## src/sv/ctpd_pkg.sv

```systemverilog
package ctpd_pkg;

  localparam int unsigned CHAR_W = 8;
  localparam int unsigned WORD_W = 5;
  localparam int unsigned PEND_W = 7;
  localparam int unsigned PCNT_W = 3;
  localparam int unsigned LEN_W  = 4;

  // Default depth of the result queue in front of the output channel.
  localparam int unsigned OUT_DEPTH = 4;

  // Command codes.
  localparam logic CMD_CHAR = 1'b0;
  localparam logic CMD_EOL  = 1'b1;

  // Fixed words for the punctuation characters.
  localparam logic [WORD_W-1:0] WORD_SPACE  = 5'd26;
  localparam logic [WORD_W-1:0] WORD_PERIOD = 5'd27;
  localparam logic [WORD_W-1:0] WORD_COMMA  = 5'd28;
  localparam logic [WORD_W-1:0] WORD_DASH   = 5'd29;
  localparam logic [WORD_W-1:0] WORD_QUOTE  = 5'd30;
  localparam logic [WORD_W-1:0] WORD_QMARK  = 5'd31;

  localparam logic [CHAR_W-1:0] ASCII_SPACE   = 8'h20;
  localparam logic [CHAR_W-1:0] ASCII_PERIOD  = 8'h2E;
  localparam logic [CHAR_W-1:0] ASCII_COMMA   = 8'h2C;
  localparam logic [CHAR_W-1:0] ASCII_DASH    = 8'h2D;
  localparam logic [CHAR_W-1:0] ASCII_QUOTE   = 8'h27;
  localparam logic [CHAR_W-1:0] ASCII_QMARK   = 8'h3F;
  localparam logic [CHAR_W-1:0] ASCII_A       = 8'h41;
  localparam logic [CHAR_W-1:0] ASCII_NEWLINE = 8'h0A;

  typedef struct packed {
    logic [CHAR_W-1:0] decoded_char;
    logic              is_newline;
    logic              last;
  } res_t;

  typedef struct packed {
    logic              hit;
    logic [CHAR_W-1:0] ch;
  } match_t;

  // Everything the decoder hands back for one item.
  typedef struct packed {
    logic [1:0]        n;
    res_t [1:0]        res;
    logic [PEND_W-1:0] next_bits;
    logic [PCNT_W-1:0] next_cnt;
  } dec_t;

  function automatic logic [WORD_W-1:0] char_to_word(input logic [CHAR_W-1:0] c);
    logic [CHAR_W-1:0] d;
    logic [WORD_W-1:0] w;
    d = c - ASCII_A;
    unique case (c)
      ASCII_SPACE:  w = WORD_SPACE;
      ASCII_PERIOD: w = WORD_PERIOD;
      ASCII_COMMA:  w = WORD_COMMA;
      ASCII_DASH:   w = WORD_DASH;
      ASCII_QUOTE:  w = WORD_QUOTE;
      ASCII_QMARK:  w = WORD_QMARK;
      default:      w = d[WORD_W-1:0];
    endcase
    return w;
  endfunction

  // Prefix code table, keyed by codeword length and value.
  function automatic match_t lookup_code(input logic [LEN_W-1:0] len,
                                         input logic [CHAR_W-1:0] bits);
    match_t m;
    m.hit = 1'b1;
    unique case ({len, bits})
      {4'd3, 8'h05}: m.ch = " ";
      {4'd6, 8'h00}: m.ch = "'";
      {4'd6, 8'h03}: m.ch = ",";
      {4'd8, 8'h91}: m.ch = "-";
      {4'd6, 8'h11}: m.ch = ".";
      {4'd6, 8'h01}: m.ch = "?";
      {4'd6, 8'h25}: m.ch = "A";
      {4'd8, 8'h9A}: m.ch = "B";
      {4'd4, 8'h05}: m.ch = "C";
      {4'd4, 8'h01}: m.ch = "D";
      {4'd3, 8'h06}: m.ch = "E";
      {4'd5, 8'h09}: m.ch = "F";
      {4'd8, 8'h9B}: m.ch = "G";
      {4'd6, 8'h10}: m.ch = "H";
      {4'd4, 8'h07}: m.ch = "I";
      {4'd8, 8'h98}: m.ch = "J";
      {4'd4, 8'h06}: m.ch = "K";
      {4'd5, 8'h04}: m.ch = "L";
      {4'd8, 8'h99}: m.ch = "M";
      {4'd8, 8'h9E}: m.ch = "N";
      {4'd5, 8'h05}: m.ch = "O";
      {4'd3, 8'h07}: m.ch = "P";
      {4'd8, 8'h9F}: m.ch = "Q";
      {4'd4, 8'h08}: m.ch = "R";
      {4'd5, 8'h06}: m.ch = "S";
      {4'd5, 8'h07}: m.ch = "T";
      {4'd8, 8'h9C}: m.ch = "U";
      {4'd8, 8'h9D}: m.ch = "V";
      {4'd6, 8'h02}: m.ch = "W";
      {4'd8, 8'h92}: m.ch = "X";
      {4'd8, 8'h93}: m.ch = "Y";
      {4'd8, 8'h90}: m.ch = "Z";
      default: begin
        m.hit = 1'b0;
        m.ch  = '0;
      end
    endcase
    return m;
  endfunction

endpackage

```

## src/sv/ctpd_if.sv

```systemverilog
interface ctpd_in_if;
  import ctpd_pkg::*;

  logic              valid;
  logic              ready;
  logic              command;
  logic [CHAR_W-1:0] char_code;

  modport source (output valid, output command, output char_code, input ready);
  modport sink (input valid, input command, input char_code, output ready);
endinterface

interface ctpd_out_if;
  import ctpd_pkg::*;

  logic              valid;
  logic              ready;
  logic [CHAR_W-1:0] decoded_char;
  logic              is_newline;
  logic              last;

  modport source (output valid, output decoded_char, output is_newline, output last,
                  input ready);
  modport sink (input valid, input decoded_char, input is_newline, input last,
                output ready);
endinterface

```

## src/sv/ctpd_decode.sv

```systemverilog
module ctpd_decode (
  input  logic                      command_i,
  input  logic [ctpd_pkg::CHAR_W-1:0] char_code_i,
  input  logic [ctpd_pkg::PEND_W-1:0] pend_bits_i,
  input  logic [ctpd_pkg::PCNT_W-1:0] pend_cnt_i,
  output ctpd_pkg::dec_t            dec_o
);
  import ctpd_pkg::*;

  // Five bit steps, each one shift, one table match and a possible flush.
  always_comb begin
    logic [CHAR_W-1:0] sreg;
    logic [LEN_W-1:0]  len;
    logic [WORD_W-1:0] word;
    logic [1:0]        n;
    match_t            m;
    res_t [1:0]        res;

    sreg = {1'b0, pend_bits_i};
    len  = {1'b0, pend_cnt_i};
    word = char_to_word(char_code_i);
    n    = 2'd0;
    res  = '0;

    for (int b = WORD_W - 1; b >= 0; b--) begin
      sreg = {sreg[CHAR_W-2:0], word[b]};
      len  = len + 4'd1;
      m    = lookup_code(len, sreg);
      if (m.hit) begin
        if (n == 2'd0) begin
          res[0].decoded_char = m.ch;
          n = 2'd1;
        end else if (n == 2'd1) begin
          res[1].decoded_char = m.ch;
          n = 2'd2;
        end
        sreg = '0;
        len  = '0;
      end else if (len >= 4'd8) begin
        sreg = '0;
        len  = '0;
      end
    end

    if (n == 2'd1) begin
      res[0].last = 1'b1;
    end else if (n == 2'd2) begin
      res[1].last = 1'b1;
    end

    if (command_i == CMD_EOL) begin
      dec_o.n         = 2'd1;
      dec_o.res       = '0;
      dec_o.res[0]    = '{decoded_char: ASCII_NEWLINE, is_newline: 1'b1, last: 1'b1};
      dec_o.next_bits = '0;
      dec_o.next_cnt  = '0;
    end else begin
      dec_o.n         = n;
      dec_o.res       = res;
      dec_o.next_bits = sreg[PEND_W-1:0];
      dec_o.next_cnt  = len[PCNT_W-1:0];
    end
  end

endmodule

```

## src/sv/char_to_prefix_code_decoder.sv

```systemverilog
// Prefix-code text decoder. Each input word is either a character (command 0) or an
// end-of-line command (command 1). A character is turned into a 5-bit code, most
// significant bit first, and those bits are matched one by one against a fixed
// prefix-free table of 32 codewords from 3 to 8 bits long; each match yields one
// output word with the decoded character, and up to seven unmatched bits carry over
// to the next character. A character therefore yields zero, one or two output words,
// and the last of them has last set. End of line yields exactly one word (newline,
// is_newline and last set) and drops the carried bits. Timing: the input channel can
// take one word every cycle while the decoder is not stalled by a full result queue.
// An accepted word is held in the input register, is decoded from there into a small
// result queue once the queue has room for two results, and its results leave from
// the head of the queue. The output channel delivers one result per cycle while
// ready is high, so the sustained rate is one input word per cycle as long as each
// yields at most one result; the queue (OutDepth entries) absorbs any second result.
module char_to_prefix_code_decoder #(
  parameter int unsigned OutDepth = ctpd_pkg::OUT_DEPTH
) (
  input logic       clk_i,
  input logic       rst_ni,
  ctpd_in_if.sink   in_i,
  ctpd_out_if.source out_o
);
  import ctpd_pkg::*;

  localparam int unsigned CntW = $clog2(OutDepth + 1);

  // Input register.
  logic              in_vld_q;
  logic              in_cmd_q;
  logic [CHAR_W-1:0] in_char_q;

  // Bits left over from earlier characters.
  logic [PEND_W-1:0] pend_bits_q, pend_bits_d;
  logic [PCNT_W-1:0] pend_cnt_q, pend_cnt_d;

  // Result queue; entry 0 always drives the output.
  res_t              queue_q [OutDepth];
  res_t              queue_d [OutDepth];
  logic [CntW-1:0]   count_q, count_d;

  dec_t              dec;
  logic              fire;
  logic              pop;
  logic [CntW-1:0]   push_n;
  logic [CntW-1:0]   base;

  // The registered word is decoded once the queue has room for two results, which
  // is the most a single word can produce.
  assign fire       = in_vld_q && (count_q <= CntW'(OutDepth - 2));
  assign in_i.ready = !in_vld_q || fire;

  always_ff @(posedge clk_i or negedge rst_ni) begin
    if (!rst_ni) begin
      in_vld_q <= 1'b0;
    end else if (in_i.valid && in_i.ready) begin
      in_vld_q <= 1'b1;
    end else if (fire) begin
      in_vld_q <= 1'b0;
    end
  end

  always_ff @(posedge clk_i) begin
    if (in_i.valid && in_i.ready) begin
      in_cmd_q  <= in_i.command;
      in_char_q <= in_i.char_code;
    end
  end

  ctpd_decode u_decode (
    .command_i   (in_cmd_q),
    .char_code_i (in_char_q),
    .pend_bits_i (pend_bits_q),
    .pend_cnt_i  (pend_cnt_q),
    .dec_o       (dec)
  );

  // Carried bits advance only when a word is actually decoded.
  always_comb begin
    pend_bits_d = pend_bits_q;
    pend_cnt_d  = pend_cnt_q;
    if (fire) begin
      pend_bits_d = dec.next_bits;
      pend_cnt_d  = dec.next_cnt;
    end
  end

  always_ff @(posedge clk_i or negedge rst_ni) begin
    if (!rst_ni) begin
      pend_bits_q <= '0;
      pend_cnt_q  <= '0;
    end else begin
      pend_bits_q <= pend_bits_d;
      pend_cnt_q  <= pend_cnt_d;
    end
  end

  // Queue update: a pop shifts everything down by one, and new results land right
  // behind whatever remains after the pop.
  assign pop    = out_o.valid && out_o.ready;
  assign push_n = fire ? CntW'(dec.n) : '0;
  assign base   = count_q - CntW'(pop);

  always_comb begin
    for (int i = 0; i < OutDepth; i++) begin
      queue_d[i] = queue_q[i];
    end
    if (pop) begin
      for (int i = 0; i < OutDepth - 1; i++) begin
        queue_d[i] = queue_q[i + 1];
      end
    end
    for (int i = 0; i < OutDepth; i++) begin
      if ((push_n != '0) && (CntW'(i) == base)) begin
        queue_d[i] = dec.res[0];
      end
      if ((push_n == CntW'(2)) && (CntW'(i) == base + CntW'(1))) begin
        queue_d[i] = dec.res[1];
      end
    end
    count_d = base + push_n;
  end

  always_ff @(posedge clk_i) begin
    queue_q <= queue_d;
  end

  always_ff @(posedge clk_i or negedge rst_ni) begin
    if (!rst_ni) begin
      count_q <= '0;
    end else begin
      count_q <= count_d;
    end
  end

  assign out_o.valid        = (count_q != '0);
  assign out_o.decoded_char = queue_q[0].decoded_char;
  assign out_o.is_newline   = queue_q[0].is_newline;
  assign out_o.last         = queue_q[0].last;

  // The queue never holds more results than it has entries.
  a_count_bound: assert property (@(posedge clk_i) disable iff (!rst_ni)
    count_q <= CntW'(OutDepth))
    else $error("result queue overflow");

  // End of line leaves no carried bits behind.
  a_eol_clears: assert property (@(posedge clk_i) disable iff (!rst_ni)
    (fire && (in_cmd_q == CMD_EOL)) |=> (pend_cnt_q == '0) && (pend_bits_q == '0))
    else $error("carried bits survive end of line");

  // A decoded word that produces results makes the output valid next cycle.
  a_result_shows: assert property (@(posedge clk_i) disable iff (!rst_ni)
    (fire && (dec.n != 2'd0)) |=> out_o.valid)
    else $error("decoded result not presented");

  // Bits above the carried count are always zero, so an empty carry holds no bits.
  a_carry_short: assert property (@(posedge clk_i) disable iff (!rst_ni)
    fire |-> (dec.next_cnt != '0) || (dec.next_bits == '0))
    else $error("nonzero carried bits with zero count");

endmodule
```

## src/flat_wrapper.sv

```systemverilog
// flat-port wrapper written by rule: the top's interface ports become plain ports
module char_to_prefix_code_decoder_flat import ctpd_pkg::*;
#(
  parameter int unsigned OutDepth = ctpd_pkg::OUT_DEPTH
)
  (clk_i, rst_ni, in_i_valid, in_i_command, in_i_char_code, in_i_ready, out_o_valid, out_o_decoded_char, out_o_is_newline, out_o_last, out_o_ready);
  ctpd_in_if in_i_i ();
  ctpd_out_if out_o_i ();
  input logic clk_i;
  input logic rst_ni;
  input wire logic [$bits(in_i_i.valid)-1:0] in_i_valid;
  input wire logic [$bits(in_i_i.command)-1:0] in_i_command;
  input wire logic [$bits(in_i_i.char_code)-1:0] in_i_char_code;
  output wire logic [$bits(in_i_i.ready)-1:0] in_i_ready;
  output wire logic [$bits(out_o_i.valid)-1:0] out_o_valid;
  output wire logic [$bits(out_o_i.decoded_char)-1:0] out_o_decoded_char;
  output wire logic [$bits(out_o_i.is_newline)-1:0] out_o_is_newline;
  output wire logic [$bits(out_o_i.last)-1:0] out_o_last;
  input wire logic [$bits(out_o_i.ready)-1:0] out_o_ready;
  assign in_i_i.valid = in_i_valid;
  assign in_i_i.command = in_i_command;
  assign in_i_i.char_code = in_i_char_code;
  assign in_i_ready = in_i_i.ready;
  assign out_o_valid = out_o_i.valid;
  assign out_o_decoded_char = out_o_i.decoded_char;
  assign out_o_is_newline = out_o_i.is_newline;
  assign out_o_last = out_o_i.last;
  assign out_o_i.ready = out_o_ready;
  char_to_prefix_code_decoder #(.OutDepth(OutDepth)) u_core (.clk_i(clk_i), .rst_ni(rst_ni), .in_i(in_i_i), .out_o(out_o_i));
endmodule
```

## config.mk

```make
export PLATFORM = sky130hd
export DESIGN_NAME = char_to_prefix_code_decoder_flat
export DESIGN_NICKNAME = d
export VERILOG_FILES = /design/src/sv/ctpd_pkg.sv /design/src/sv/ctpd_if.sv /design/src/sv/ctpd_decode.sv /design/src/sv/char_to_prefix_code_decoder.sv /design/src/flat_wrapper.sv
export SDC_FILE = /design/constraint.sdc
export NUM_CORES = 1
export LEC_CHECK = 0
export BUFFER_PORTS_ARGS = -buffer_cell sky130_fd_sc_hd__buf_2
export CORE_UTILIZATION = 31
export DETAILED_ROUTE_END_ITERATION = 8
export GPL_TIMING_DRIVEN = 0
export RECOVER_POWER = 50
export SETUP_SLACK_MARGIN = 0.1
export SLEW_MARGIN = 20
export SYNTH_ARGS = -nofsm -noshare
export SYNTH_HDL_FRONTEND = slang
export SYNTH_HIERARCHICAL = 1
export SYNTH_SLANG_ARGS = --single-unit
```

## constraint.sdc

```tcl
create_clock -name clk_i -period 34.3 [get_ports clk_i]
set_input_delay 0 -clock clk_i [delete_from_list [all_inputs] [get_ports clk_i]]
set_output_delay 0 -clock clk_i [all_outputs]
set_load 0.02 [all_outputs]
```

* After elaboration in Yosys (flattened, before gate mapping)
Index checks and enable logic that the tools add are counted.
Word-level totals: register bits 63, output and inout port bits 12
Operators by class: $add $sub $neg 9, order comparisons 6, equal/unequal tests 179, mux-type cells 81, reduce and logical (&&, ||, !) cells 31
Operator list (number):
- 7-bit case mux with 32 select lines | 5
- 12-bit by 11-bit equality test with 1-bit output (second input constant) | 85
- 12-bit equality test (second input constant) | 60
- 12-bit by 10-bit equality test with 1-bit output (second input constant) | 15
- 8-bit two-way mux | 21
- 32-bit OR reduction | 5
- 10-bit two-way mux | 8
- 7-bit two-way mux | 10
- 8-bit by 6-bit equality test with 1-bit output (second input constant) | 6
- 32-bit two-way mux | 1
- 4-bit two-way mux | 8
- 30-bit two-way mux | 1
- 5-bit case mux with 6 select lines | 1
- 2-bit two-way mux | 13
- 4-bit greater-or-equal comparator (second input constant) | 5
- 4-bit by 1-bit adder with 4-bit output (second input constant) | 4
- 3-bit nonzero test | 5
- 2-bit by 3-bit equality test with 1-bit output (first input constant) | 4
- 1-bit logical AND | 11
- 1-bit two-way mux | 11
- 2-bit by 1-bit equality test with 1-bit output (second input constant) | 5
- 2-bit logical NOT | 4
- 1-bit by 3-bit equality test with 1-bit output (first input constant) | 2
- 3-bit logical NOT | 2
- other kinds (12) | 14

* Depth between registers and ports, before layout
depth in word-level cells 35, depth in mapped cells 70

* Hierarchy
The synthesis kept the hierarchy.
Modules (own cells, without submodules):
- ctpd_decode | instances 1, cells each 1012, area each 6346.1 µm²
- char_to_prefix_code_decoder | instances 1, cells each 233, area each 3035.4 µm²

* Worst setup path before layout
No wires, ideal clock.
kind reg2reg, start point register u_core.in_char_q[0], end point register u_core/queue_q[0] (netlist name), enable pin, setup time 0.379 ns, arrival time 13.778 ns, required time 33.921 ns, setup slack 20.143 ns, stages on the path, launching flop included 67, clock period less this slack 14.157 ns, cells stage by stage edfxtp_1 inv_1 ha_1 nor3b_1 xnor2_1 o211ai_2 or3b_1 a21o_1 nor3_1 clkbuf_1 and2_1 ha_1 clkbuf_1 nor2_1 o21ai_0 nand2b_1 nor4_1 a211o_1 (+31 left out) ha_1 clkbuf_1 nand2_1 nor4_1 nand2_1 a2111o_1 or3_1 a31oi_1 o311a_1 o21ai_0 nand4b_4 nor2_8 mux2i_1 nor2b_1 and4b_1 nor3b_2 buf_6 o21bai_1
RTL lines:
- start, declared | RTL line char_to_prefix_code_decoder.sv:30 | logic [CHAR_W-1:0] in_char_q;
- start signal, assigned | RTL line char_to_prefix_code_decoder.sv:65 | in_char_q <= in_i.char_code;
- end signal, assigned | RTL line char_to_prefix_code_decoder.sv:124 | queue_q <= queue_d;
- end, declared | RTL line char_to_prefix_code_decoder.sv:37 | res_t queue_q [OutDepth];

==> impl_results.rst <==
.. list-table::
   :header-rows: 1

   * - Metric
     - Value
   * - Number of nets with antenna violations after routing
     - 0
   * - M1 GR Usage
     - 0.3238
   * - # clock sinks
     - 63
   * - Worst setup path category
     - flop to flop
   * - Crit path max-delay cell type
     - sky130_fd_sc_hd__nor3_1
   * - Antenna violations before repair
     - 1
   * - Mapped Avg Cell Area
     - 7.535 um2
   * - Hold Violations, Final
     - 0
   * - Crit-path max FO
     - 10
   * - Arrival time of the worst setup path
     - 20.55 ns
   * - Status
     - complete, no violations
   * - Die width
     - 176.0 um
   * - Most used flip-flop cell after synthesis
     - sky130_fd_sc_hd__edfxtp_1
   * - Clock buffer depth
     - 2
   * - Clock root buffer
     - sky130_fd_sc_hd__clkbuf_16
   * - Die height
     - 176.0 um
   * - Area growth from synthesis to final layout
     - 9.949%
   * - Number of global-route vias before repair
     - 9957
   * - DRC violation count after routing
     - 0
   * - Fin worst setup slack
     - 13.72 ns
   * - Number of levels the H-tree was split into
     - 3
   * - Slowest Stage Delay on Critical Path
     - 1.06 ns
   * - Largest net degree at the start of global routing
     - 15
   * - Number of vias after detailed routing
     - 10670
   * - Most heavily used metal layer in global routing
     - met2
   * - Flip-flop and latch count after synthesis
     - 63
   * - Total core area
     - 29720 um2
   * - Row count
     - 63
   * - Sum of negative setup slack
     - 0 ns
   * - Register area share after synthesis
     - 0.1942
   * - Initial detailed-routing violation count
     - 1330
   * - TritonCTS clock tree
     - built
   * - Vias/cell
     - 6.322
   * - Number of placed I/O pins
     - 25
   * - Final Skew
     - 0.004379 ns
   * - Clock slew seen by the registers of the worst setup and hold paths
     - 0.05 ns
   * - Antenna cell count
     - 0
   * - Highest Clock Rate
     - 48.58 MHz
   * - Number of distinct standard cells referenced by the synthesized netlist
     - 113
   * - Area share of the largest cell type after synthesis
     - 0.1568
   * - Global-route track usage on met3
     - 0.03747
   * - Post-synthesis cell count
     - 1245
   * - Net count reported at finish
     - 1348
   * - Yosys synthesis warning count
     - 6
   * - Cells resized by post-CTS repair
     - 0
   * - Number of enable flip-flop cells after synthesis
     - 49
   * - Post-layout utilization of the core
     - 0.3471
   * - Buffers plus inverters on the worst setup path
     - 10
   * - Finish-stage setup viols
     - 0
   * - Number of iterations in the first detailed-routing pass
     - 7
   * - Count of maximum capacitance violations
     - 0
   * - Global router's overall resource usage
     - 0.2297
   * - Post-Place Cells
     - 1661
   * - Cell types with the largest area share after synthesis
     - sky130_fd_sc_hd__edfxtp_1, sky130_fd_sc_hd__a21oi_1, sky130_fd_sc_hd__nor2_1, sky130_fd_sc_hd__nand2_1, sky130_fd_sc_hd__ha_1
   * - Cell repeated most along the worst path
     - sky130_fd_sc_hd__clkbuf_1
   * - Die footprint
     - 30960 um2
   * - Worst Tran Pin Value
     - 1.432 ns
   * - Half-perimeter wire length after detailed placement
     - 28.09 mm
   * - Routability congestion estimate from global placement
     - 0.9835
   * - Leading cell types in the layout, fill and taps excluded
     - sky130_fd_sc_hd__nor2_1, sky130_fd_sc_hd__nand2_1, sky130_fd_sc_hd__a21oi_1
   * - Critical path endpoint category
     - flop
   * - Most common cell after layout, fill and taps aside
     - sky130_fd_sc_hd__nor2_1
   * - Worst setup timing slack at the placement stage
     - 15.83 ns
   * - Proportion of synthesized flip-flops having asynchronous set or reset
     - 0.2222
   * - Total Wirelength
     - 36.42 mm
   * - Congestion Overflow GR
     - 0
   * - Clock buffer count from CTS
     - 9
   * - Post-synth top area cell
     - sky130_fd_sc_hd__edfxtp_1
   * - GR Util met2
     - 0.3472
   * - Fraction of final layout cells with drive strength greater than 1
     - 0.1025
   * - Count of non-filler cells in the finished layout
     - 1688
   * - CP startpoint kind
     - flop
   * - Final slew viol count
     - 0
   * - RSZ-0062 raised after global routing
     - no
   * - Max_slew headroom
     - 0.03695
   * - Worst skew pair latency
     - 0.33 ns
   * - Family with the most delay on the worst path
     - simple AND/OR/NAND/NOR gates
   * - Worst min-delay path category
     - input port to async pin
   * - Synthesized cell area
     - 9381 um2
   * - Critical path required time
     - 34.26 ns
   * - First-pass GRT wire length
     - 56.37 mm
   * - Starting density of the core
     - 0.3157
   * - Count of port buffers added during placement
     - 24
   * - Average wire length per cell after detail routing
     - 21.57 um
   * - Part of the cycle the worst path needs
     - 0.6001
   * - Crit path time final
     - 20.58 ns
==> repair_timing <==
item | in CTS | in global routing
buffers inserted | 0 | 0
hold buffers | 11 | 0
hold endpoints to repair | 24 | 0
==> layout make-up <==
cell class                 instances  area [um2]
buffer                            82       402.9
clock buffer                      10       229.0
clock inverter                     6       61.31
fill                            3154       19400
inverter                          29       108.9
multi-input combinational       1073        6989
sequential                        63        1822
tap                              390       488.0
timing repair buffer              35       214.0
==> cell usage after synthesis, drive strengths merged (31+ instances only) <==
cell    number
clkbuf      45
buf         37
nor2       149
ha          41
o21ai       53
nor3        47
mux2i       47
mux2        31
nand3       52
edfxtp      49
a21oi      116
nand2      138
==> worst paths after layout <==
kind / start / end / slack (ns) / depth (start not counted)
max: u_core/pend_cnt_q[0] / u_core/queue_q[20] / 13.72 / 64
min: rst_ni / u_core/in_vld_q / 0.28 / 2
max reg2reg: u_core/pend_cnt_q[0] / u_core/queue_q[20] / 13.72 / 64
min reg2reg: u_core/pend_bits_q[2] / u_core/pend_bits_q[2] / 0.50 / 1
max in group asynchronous: rst_ni / u_core/pend_bits_q[3] / 33.52 / 2
min in group clk_i: in_i_char_code[6] / u_core/in_char_q[6] / 0.38 / 2
==> flip-flops by register name, indices dropped and copies added, names as in the netlist <==
name,flops
u_core/queue_q,30
u_core/in_char_q,8
u_core/out_o.decoded_char,8
u_core/pend_bits_q,7
u_core/count_q,3
u_core/pend_cnt_q,3
u_core/in_cmd_q,1
u_core/in_vld_q,1
u_core/out_o.is_newline,1
u_core/out_o.last,1
==> metrics by stage <==
stage / hold WS [ns] / cell area, um2
floorplan: -0.2956 / 9389
global placement: -0.08233 / 9997
detailed placement: -0.07669 / 9997
CTS: 0.1100 / 10400
global route: 0.3363 / 10310
finish: 0.2808 / 10310
==> cells by family (layout without fill, tap and decap cells) <==
kind of cell / count (synthesis) / in the layout / synth area share
muxes: 78 / 78 / 0.08896
other: 1 / 3 / 0.0003997
buffers and inverters: 111 / 162 / 0.05468
and+or+nand+nor: 588 / 588 / 0.3400
xor gates and xnor gates: 8 / 8 / 0.007469
DFF: 63 / 63 / 0.1942
adders and majority gates: 43 / 43 / 0.05788
AOI/OAI and AO/OA: 353 / 353 / 0.2565
==> per-layer routing <==
layer / share of wire / wire length, um
met3: 0.10 / 3708
met5: 0 / 0
met2: 0.43 / 15690
met1: 0.43 / 15700
met4: 0.036 / 1317
Power is left out: the tool's default activity adds up to more than one toggle a clock period on the data nets, which glitch-free logic cannot reach.
